--- config.mk ---
export PLATFORM = sky130hd
export DESIGN_NAME = sparse_voxel_octree_builder_top
export DESIGN_NICKNAME = d
export VERILOG_FILES = /design/src/hw/rtl/svob_pkg.sv /design/src/hw/rtl/svob_cell.sv /design/src/hw/rtl/sparse_voxel_octree_builder_top.sv
export VERILOG_INCLUDE_DIRS = /design/src /design/src/hw/rtl
export SDC_FILE = /design/constraint.sdc
export NUM_CORES = 2
export LEC_CHECK = 0
export ABC_AREA = 1
export BUFFER_PORTS_ARGS = -buffer_cell sky130_fd_sc_hd__buf_4
export CELL_PAD_IN_SITES_DETAIL_PLACEMENT = 1
export CELL_PAD_IN_SITES_GLOBAL_PLACEMENT = 1
export CORE_UTILIZATION = 30
export DETAILED_ROUTE_END_ITERATION = 10
export HOLD_SLACK_MARGIN = 0.06
export PLACE_DENSITY = 0.55
export SYNTH_ARGS = -nofsm -noshare
export SYNTH_HDL_FRONTEND = slang
export SYNTH_SLANG_ARGS = --single-unit
--- constraint.sdc ---
create_clock -name clk -period 5.3 [get_ports clk]
set_input_delay 0.795 -clock clk [delete_from_list [all_inputs] [get_ports clk]]
set_output_delay 0.795 -clock clk [all_outputs]
set_load 0.005 [all_outputs]
--- src/hw/rtl/sparse_voxel_octree_builder_top_assert.svh ---
// Assertion macros used by the top-level RTL file
`ifndef SPARSE_VOXEL_OCTREE_BUILDER_TOP_ASSERT_SVH
`define SPARSE_VOXEL_OCTREE_BUILDER_TOP_ASSERT_SVH
// same-cycle implication
`define SVOB_ASSERT_NOW(lbl, ante, cons) \
  lbl: assert property (@(posedge clk) disable iff (rst) (ante) |-> (cons)) \
    else $error("svob assertion failed");
// next-cycle implication
`define SVOB_ASSERT_NEXT(lbl, ante, cons) \
  lbl: assert property (@(posedge clk) disable iff (rst) (ante) |=> (cons)) \
    else $error("svob assertion failed");
`endif

--- src/hw/rtl/svob_pkg.sv ---
`default_nettype none
package svob_pkg;
  localparam int LEVELS     = 8;
  localparam int INDEX_BITS = 16;
  localparam logic [INDEX_BITS-1:0] INDEX_MAX = {INDEX_BITS{1'b1}};

  // configuration register byte addresses
  localparam logic [2:0] REG_LEVEL_COUNT = 3'd0;

  // one node descriptor as held in a level queue
  typedef struct packed {
    logic [INDEX_BITS-1:0] base;
    logic [7:0]            valid;
    logic [7:0]            leaf;
  } desc_t;

  // per-cell control from the sequencer
  typedef struct packed {
    logic push;
    logic shift;
    logic clear;
  } cell_ctl_t;
endpackage
`default_nettype wire

--- src/hw/rtl/svob_cell.sv ---
`default_nettype none
// One tree level: an eight-entry queue that shifts its head out on flush
module svob_cell (
  input  wire logic              clk,
  input  wire logic              rst,
  input  wire svob_pkg::cell_ctl_t ctl,
  input  wire svob_pkg::desc_t   push_desc,
  output svob_pkg::desc_t        head,
  output logic                   full
);
  svob_pkg::desc_t q [8];
  logic [3:0]      fill;

  // queue storage: write at fill point, shift towards the head
  always_ff @(posedge clk) begin
    if (ctl.shift) begin
      for (int k = 0; k < 7; k++) q[k] <= q[k+1];
    end else if (ctl.push) begin
      q[fill[2:0]] <= push_desc;
    end
  end

  // fill count
  always_ff @(posedge clk) begin
    if (rst || ctl.clear) begin
      fill <= 4'd0;
    end else if (ctl.push) begin
      fill <= fill + 4'd1;
    end
  end

  assign head = q[0];
  assign full = fill[3];
endmodule
`default_nettype wire

--- src/hw/rtl/sparse_voxel_octree_builder_top.sv ---
// An item that fills no queue gives no word unless level_count is zero, when the
// root descriptor is sent. Each flushed level passes the check state and then walks
// its eight entries, one entry per cycle while the output does not stall.
// One item at a time: in_stall stays high until the sequencer is back in idle.
// Reset (rst, synchronous): queues empty, store index zero, level_count 7.
`default_nettype none
module sparse_voxel_octree_builder_top (
  input  wire logic        clk,
  input  wire logic        rst,
  input  wire logic        psel,
  input  wire logic        penable,
  input  wire logic        pwrite,
  input  wire logic [2:0]  paddr,
  input  wire logic [31:0] pwdata,
  output logic [31:0]      prdata,
  output logic             pready,
  input  wire logic        in_valid,
  output logic             in_stall,
  input  wire logic [7:0]  block_occupancy,
  output logic             out_valid,
  input  wire logic        out_stall,
  output logic             descriptor_kind,
  output logic [15:0]      store_index,
  output logic [15:0]      child_base,
  output logic [7:0]       valid_bits,
  output logic [7:0]       leaf_bits,
  output logic             index_overflow,
  output logic             last_of_run
);
`include "sparse_voxel_octree_builder_top_assert.svh"

  localparam logic [1:0] ST_IDLE   = 2'd0;
  localparam logic [1:0] ST_CHECK  = 2'd1;
  localparam logic [1:0] ST_FLUSH  = 2'd2;
  localparam logic [1:0] ST_FINISH = 2'd3;

  typedef struct packed {
    logic                  kind;
    logic [15:0]           idx;
    svob_pkg::desc_t       desc;
    logic                  ovf;
  } res_t;

  logic [1:0]  state;
  logic [2:0]  level_count;
  logic [2:0]  d;
  logic [2:0]  i;
  logic [16:0] nsi;
  logic        ovf_seen;
  logic [15:0] fbase;
  logic [7:0]  acc_valid, acc_leaf;
  logic        pend_valid;
  res_t        pend;

  svob_pkg::cell_ctl_t ctl   [svob_pkg::LEVELS];
  svob_pkg::desc_t     pdesc [svob_pkg::LEVELS];
  svob_pkg::desc_t     head  [svob_pkg::LEVELS];
  logic                full  [svob_pkg::LEVELS];

  // configuration port
  assign pready = 1'b1;
  assign prdata = {29'd0, level_count};
  always_ff @(posedge clk) begin
    if (rst) begin
      level_count <= 3'd7;
    end else if (psel && penable && pwrite && paddr == svob_pkg::REG_LEVEL_COUNT) begin
      level_count <= pwdata[2:0];
    end
  end

  // row of level cells
  for (genvar g = 0; g < svob_pkg::LEVELS; g++) begin : g_cell
    svob_cell u_cell (
      .clk(clk), .rst(rst), .ctl(ctl[g]), .push_desc(pdesc[g]),
      .head(head[g]), .full(full[g])
    );
  end

  // flush entry classification
  svob_pkg::desc_t e;
  logic e_nonempty, e_solid, e_store;
  assign e          = head[d];
  assign e_nonempty = e.valid != 8'd0;
  assign e_solid    = e.valid == 8'hFF && e.leaf == 8'hFF;
  assign e_store    = e_nonempty && !e_solid;

  logic out_free, can_new;
  assign out_free = !out_valid || !out_stall;
  assign can_new  = !pend_valid || out_free;

  logic in_acc;
  assign in_stall = state != ST_IDLE;
  assign in_acc   = in_valid && !in_stall;

  logic       new_fire, root_fire, flush_step, finish_fire;
  res_t       new_res;
  logic [7:0] bit_i, nvalid, nleaf;
  assign bit_i  = 8'd1 << i;
  assign nvalid = acc_valid | (e_nonempty ? bit_i : 8'd0);
  assign nleaf  = acc_leaf  | (e_solid    ? bit_i : 8'd0);

  always_comb begin
    flush_step  = state == ST_FLUSH && (!e_store || can_new);
    root_fire   = state == ST_CHECK && d == 3'd0 && can_new;
    finish_fire = state == ST_FINISH && pend_valid && out_free;
    new_fire    = root_fire || (flush_step && e_store);
    new_res     = '0;
    if (root_fire) begin
      new_res.kind = 1'b1;
      new_res.desc = head[0];
      new_res.ovf  = ovf_seen;
    end else begin
      new_res.idx  = nsi[16] ? svob_pkg::INDEX_MAX : nsi[15:0];
      new_res.desc = e;
      new_res.ovf  = ovf_seen | nsi[16];
    end
  end

  // cell control
  always_comb begin
    for (int k = 0; k < svob_pkg::LEVELS; k++) begin
      ctl[k]   = '0;
      pdesc[k] = '0;
      if (root_fire) ctl[k].clear = 1'b1;
      if (in_acc && level_count == k[2:0]) begin
        ctl[k].push = 1'b1;
        pdesc[k]    = '{base: 16'd0, valid: block_occupancy, leaf: block_occupancy};
      end
      if (flush_step && d == k[2:0]) begin
        ctl[k].shift = 1'b1;
        if (i == 3'd7) ctl[k].clear = 1'b1;
      end
      if (flush_step && i == 3'd7 && d == k[2:0] + 3'd1) begin
        ctl[k].push = 1'b1;
        pdesc[k]    = '{base: fbase, valid: nvalid, leaf: nleaf};
      end
    end
  end

  // sequencer
  always_ff @(posedge clk) begin
    if (rst) begin
      state    <= ST_IDLE;
      nsi      <= 17'd0;
      ovf_seen <= 1'b0;
    end else begin
      case (state)
        ST_IDLE: begin
          if (in_acc) begin
            d     <= level_count;
            state <= ST_CHECK;
          end
        end
        ST_CHECK: begin
          if (d != 3'd0 && full[d]) begin
            i         <= 3'd0;
            acc_valid <= 8'd0;
            acc_leaf  <= 8'd0;
            fbase     <= nsi[16] ? svob_pkg::INDEX_MAX : nsi[15:0];
            state     <= ST_FLUSH;
          end else if (d != 3'd0) begin
            state <= ST_FINISH;
          end else if (root_fire) begin
            nsi      <= 17'd0;
            ovf_seen <= 1'b0;
            state    <= ST_FINISH;
          end
        end
        ST_FLUSH: begin
          if (flush_step) begin
            acc_valid <= nvalid;
            acc_leaf  <= nleaf;
            i         <= i + 3'd1;
            if (e_store) begin
              if (nsi[16]) ovf_seen <= 1'b1;
              else nsi <= nsi + 17'd1;
            end
            if (i == 3'd7) begin
              d     <= d - 3'd1;
              state <= ST_CHECK;
            end
          end
        end
        ST_FINISH: begin
          if (!pend_valid || out_free) state <= ST_IDLE;
        end
        default: state <= ST_IDLE;
      endcase
    end
  end

  // one-word hold-back so the last word of an item can be marked
  always_ff @(posedge clk) begin
    if (rst) begin
      pend_valid <= 1'b0;
      out_valid  <= 1'b0;
    end else begin
      if (new_fire) begin
        pend       <= new_res;
        pend_valid <= 1'b1;
      end else if (finish_fire) begin
        pend_valid <= 1'b0;
      end
      if ((new_fire && pend_valid) || finish_fire) begin
        out_valid       <= 1'b1;
        descriptor_kind <= pend.kind;
        store_index     <= pend.idx;
        child_base      <= pend.desc.base;
        valid_bits      <= pend.desc.valid;
        leaf_bits       <= pend.desc.leaf;
        index_overflow  <= pend.ovf;
        last_of_run     <= finish_fire;
      end else if (out_valid && !out_stall) begin
        out_valid <= 1'b0;
      end
    end
  end

  `SVOB_ASSERT_NOW(a_flush_level, state == ST_FLUSH, d != 3'd0)
  `SVOB_ASSERT_NOW(a_idle_drained, state == ST_IDLE, !pend_valid)
  `SVOB_ASSERT_NEXT(a_accept_check, in_acc, state == ST_CHECK)
  `SVOB_ASSERT_NOW(a_index_bound, 1'b1, nsi <= 17'h10000)
endmodule
`default_nettype wire
# Word level (Yosys, flattened, before mapping)
# Memories as Yosys holds them, arrays and structs flattened.
# Index checks and enable logic that the tools add are counted.
# W data, S select, Z words.
# op_classes
addsub	11
n_lt_le_gt_ge	1
n_eq_ne	32
shift	1
n_mux	154
bitwise	5
n_reduce_logical	87
# ops
op	count
$mux W32	18
$reduce_or A32 Y1	8
$mux W16	9
$mux W17	6
$bmux W32 S3	1
$mux W1	78
$logic_and A1 B1 Y1	40
$mux W8	5
$mux W3	13
$pmux W17 S2	1
$mux W33	1
$add A4 B1 Y4 const B	8
$pmux W8 S2	2
$mux W2	15
$eq A3 B3 Y1 const B	9
$ne A2 B2 Y1 const B	9
$add A17 B1 Y17 const B	1
$eq A8 B8 Y1 const B	2
$or A8 B8 Y8	2
$reduce_and A7 Y1	2
$logic_or A1 B1 Y1	13
$eq A3 B2 Y1 const B	4
$pmux W3 S2	2
$reduce_and A5 Y1	2
other kinds (25)	40
# word_totals
regBits	196
mem_bits_rw	2048
inputBits	50
out_inout_bits	86
wordCells	332
memories	8
# mem_list
name	depth	width	rd	rd_ports_with_merged_regs	write_ports	line_no	text
g_cell[0].u_cell.q	8	32	8	0	7	svob_cell.sv:11	svob_pkg::desc_t q [8];
g_cell[1].u_cell.q	8	32	8	0	7	svob_cell.sv:11	
g_cell[2].u_cell.q	8	32	8	0	7	svob_cell.sv:11	
g_cell[3].u_cell.q	8	32	8	0	7	svob_cell.sv:11	
g_cell[4].u_cell.q	8	32	8	0	7	svob_cell.sv:11	
g_cell[5].u_cell.q	8	32	8	0	7	svob_cell.sv:11	
2 more memories	n/a	n/a	n/a	n/a	n/a	n/a	

# Logic depth before layout (Yosys ltp)
# depth
word_depth	19
ltp_mapped	25
mapped_depth_nobuf	20

# Hierarchy
# A second synthesis with hierarchy kept.
# hier_totals
hier_cells	9739
area_unflattened_um2	99589.3
# by_module_without_submodules
module	n_inst	cells_each	area_per_inst_um2	seq_area_each_um2
svob_cell (g_cell[0].u_cell ...)	6	1008	11009.3	7767.4
svob_cell (g_cell[6].u_cell ...)	2	1008	11003.1	7767.4
sparse_voxel_octree_builder_top	1	1675	11527.3	4674.5

# Least setup slack after synthesis
# OpenSTA, ideal clock, no wires.
# synth_path
path_kind	register -> register
from	register d[0]
to	memory g_cell[2].u_cell.q[7][0] in the netlist's numbering, enable pin
setup_ps	502
t_arrival_ps	5083
t_required_ps	4798
setup_slack_ps	-285
path_stages_with_launch	18
n_path_buf	2
period_less_slack_ps	5585
cell_sequence	edfxtp_1 buf_4 inv_4 buf_4 nand2_1 nand2_1 nand2_1 nand3_1 nand2_1 nor2_1 nand2_1 nor2_1 nand2_1 nand3_2 nand4_1 nand2_1 nand2_1 nor4_1
# synth_rtl
item	line_no	text
from (decl)	sparse_voxel_octree_builder_top.sv:46	logic [2:0] d;
from (signal assigned)	sparse_voxel_octree_builder_top.sv:150	d <= level_count;
from (signal assigned)	sparse_voxel_octree_builder_top.sv:179	d <= d - 3'd1;
to (decl)	svob_cell.sv:11	

==> results.ini <==
[floorplan]
coreArea_sq_um=320900
die-area_sq_um=324800
die_h_microns=569.9
io_pins=136
rows=208
initial_core_util_pct=30.16
die_x_microns=569.9

[sta]
worst_pin_slew_ns=1.321
min_period_ns=5.087
hold_violations=0
finalClockSkew_ns=0.04313
fmax_mhz=196.6
rsz0062_at_grt=false
finalSetupViolations=0
slew_headroom_pct=11.94
fin_crit_sh_pct=95.98
setup_tns_ns=0
maxSlewViolCount=0

[cts]
cts_root_buf=clkbuf_16
htreeDepth=5
ctsLongestPathBuffers=4
tritoncts=built
clock_sink_count=2244
cts_made_buffers=266
clock_latency_ns=0.90
cts.clk_slew.worst_paths_ns=0.06

[yosys]
synthTopCellsByCount=nand2_1, edfxtp_1, nor2_1, nand3_1, inv_1
yosysUniqueCellTypes=39
syn_inst=9621
yosys_warnings=0
async_flop_share_pct=0
syn_avg_cell_area_sq_um=10.06
syn-cell-area_sq_um=96770
synth_most_common_cell=nand2_1
ys_ff_latch=2244
ys_seq_area_share_pct=69.05
synth_top_area_cell=edfxtp_1
synthTopCellsByArea=edfxtp_1, nand2_1, nand3_1
synth_edf_count=2187
synth_top_area_share_pct=67.87
ys.flop_type=edfxtp_1

[route]
wl_per_cell_microns=23.54
wl_microns=336200
drt_pass1_iterations=5
via_per_inst=4.828
drc=0
drt_iter0_markers=5478
ant_nets=0
dr_total_vias=68950

[critical_path]
r2r_cells=19
cp-startpoint=d[0]
crit_type=reg -> reg
path_max_fanout=54
worstPathRequired_ns=6.02
crit_path_end_kind=flop
startpoint_type=flop
r2r-start=d[0]
critical_path_arrival_ns=5.81

[global_route]
grt_remaining_overflow=0
grt_max_degree=127
grt_usage_pct=20.52
grt_first_pass_wirelength_microns=493100
antenna_found_initial=18
grt_pass1_vias=71120

[min_path]
whs_path_depth=3
hold_class=in -> reg
hold_start=pwdata[0]

[power]
powerDensity_nw_per_um2=354.8
vdd_drop_max_v=0.0002600
fin_total_pwr_mw=39.46
p_leak_nw=44.70

[layout]
multi_input_area_sq_um=27030
num-fill-cells=35980
drive_gt1_share_pct=8.532
nets=9842
syn_to_final_growth_pct=14.95
final_area_sq_um=111200
register_area_sq_um=66810

[run]
drv_cap=0

[placement]
hpwl_microns=223600
port_buffers=76
gp_congestion=0.8820
post_dp_cell_area_sq_um=102900

[run_status]
outcome=complete, no violations

## flip-flops by register name, summed over array words and instances (netlist names), 2 cells and up
| register | count |
|---|---|
| g_cell.u_cell.q | 2048 |
| pend | 50 |
| g_cell.u_cell.fill | 32 |
| nsi | 17 |
| child_base | 16 |
| fbase | 16 |
| store_index | 16 |
| acc_leaf | 8 |
| acc_valid | 8 |
| leaf_bits | 8 |
| valid_bits | 8 |
| d | 3 |
| i | 3 |
| level_count | 3 |
| state | 2 |
## what timing repair did
item | in CTS | in global routing
hold buffers | 1 | 0
buffers inserted | 0 | 0
hold endpoints to repair | 1 | 0
gates resized for setup | 0 | 5
setup endpoints to repair | 0 | 103
## worst max-delay path, cell delays in order (launching register included)
cell,delay [ns]
edfxtp_1,0.49
inv_6,0.38
buf_4,0.27
nand2_1,0.06
nand2_1,0.06
nand2_1,0.05
nand3_1,0.17
nand2_1,0.13
nor2_1,0.11
nand2_1,0.07
nor2_1,0.08
nand2_1,0.09
buf_4,0.19
o21ai_0,0.58
inv_1,0.62
o21ai_0,0.67
nand2_1,0.25
nand2_1,0.35
nand2_1,0.10
nand2_1,0.18
## stage by stage
step                worst slack [ns]  hold WS [ns]  utilization (%)  std cells
floorplan                     0.2341        0.4003                -       9649
global placement             0.09440        0.4082            32.06      13810
detailed placement            0.1824        0.4052            32.07      13810
CTS                           0.1502       0.07142            34.66      14280
global route                  0.1208        0.1241            34.66      14280
finish                        0.2129        0.1472            34.66      14280
## layout make-up
type	instances	area share (%)
Inverter	258	0.8774
Sequential cell	2244	60.07
Timing Repair Buffer	351	2.445
Tap cell	4305	4.842
Antenna cell	4	0.008999
Multi-Input combinational cell	6651	24.30
Clock buffer	351	6.476
Clock inverter	119	0.9865
## cells by family (layout without fill, tap and decap cells)
family | Yosys count | count (layout) | share of synthesized area [%]
and+or+nand+nor | 6129 | 6129 | 24.44
adders and majority gates | 20 | 20 | 0.2586
DFF | 2244 | 2244 | 69.05
other | 2 | 34 | 0.007761
buffers and inverters | 754 | 1079 | 3.425
AOI/OAI and AO/OA | 457 | 457 | 2.687
xor gates and xnor gates | 15 | 15 | 0.1358
## path summary, 6_finish.rpt
| check | endpoint | slack [ns] |
|---|---|---|
| setup / recovery | g_cell[0].u_cell.q[0][6] | 0.21 |
| hold reg to reg | child_base[6] | 0.42 |
| hold / removal | level_count[0] | 0.15 |
| setup reg to reg | g_cell[0].u_cell.q[0][6] | 0.21 |
## metal layers
metal  vias to the layer above  part of all wire [%]  global-route usage [%]
met5                         -                0.0033                       0
li1                      31960                     -                       -
met1                     35020                    43                   26.61
met2                      1462                    48                   34.61
met4                         2                   4.3                   8.145
met3                       505                   4.5                   2.692
## cells in the final DEF, fill, tap and decap left out, types with 8 or more instances in the layout
cell	netlist	layout
a21oi_1	81	71
a21oi_4	6	11
a31oi_1	96	96
buf_4	54	343
bufinv_16	0	15
clkbuf_1	208	69
clkbuf_16	0	272
clkbuf_8	0	10
clkinv_1	5	46
clkinv_2	0	40
conb_1	2	30
dfxtp_1	57	57
edfxtp_1	2187	2187
ha_1	20	20
inv_1	232	229
inv_2	20	20
inv_6	0	13
nand2_1	5498	5497
nand2_2	8	9
nand3_1	258	258
nand3_2	11	11
nand4_1	21	21
nand4_2	8	8
nor2_1	284	242
nor2_2	12	46
nor2_4	3	11
nor3_1	11	11
nor4_1	10	8
o211ai_1	19	19
o21ai_0	224	215
o21ai_1	9	10
o21ai_2	0	8
o221ai_1	16	16
xor2_1	10	10
## where the power goes
part           internal [mW]  switching (mW)
logic                  0.347            1.35
registers               19.7           0.118
clock network           10.3            7.63
total                   30.4            9.09
Power figures use the tool's default switching activity.
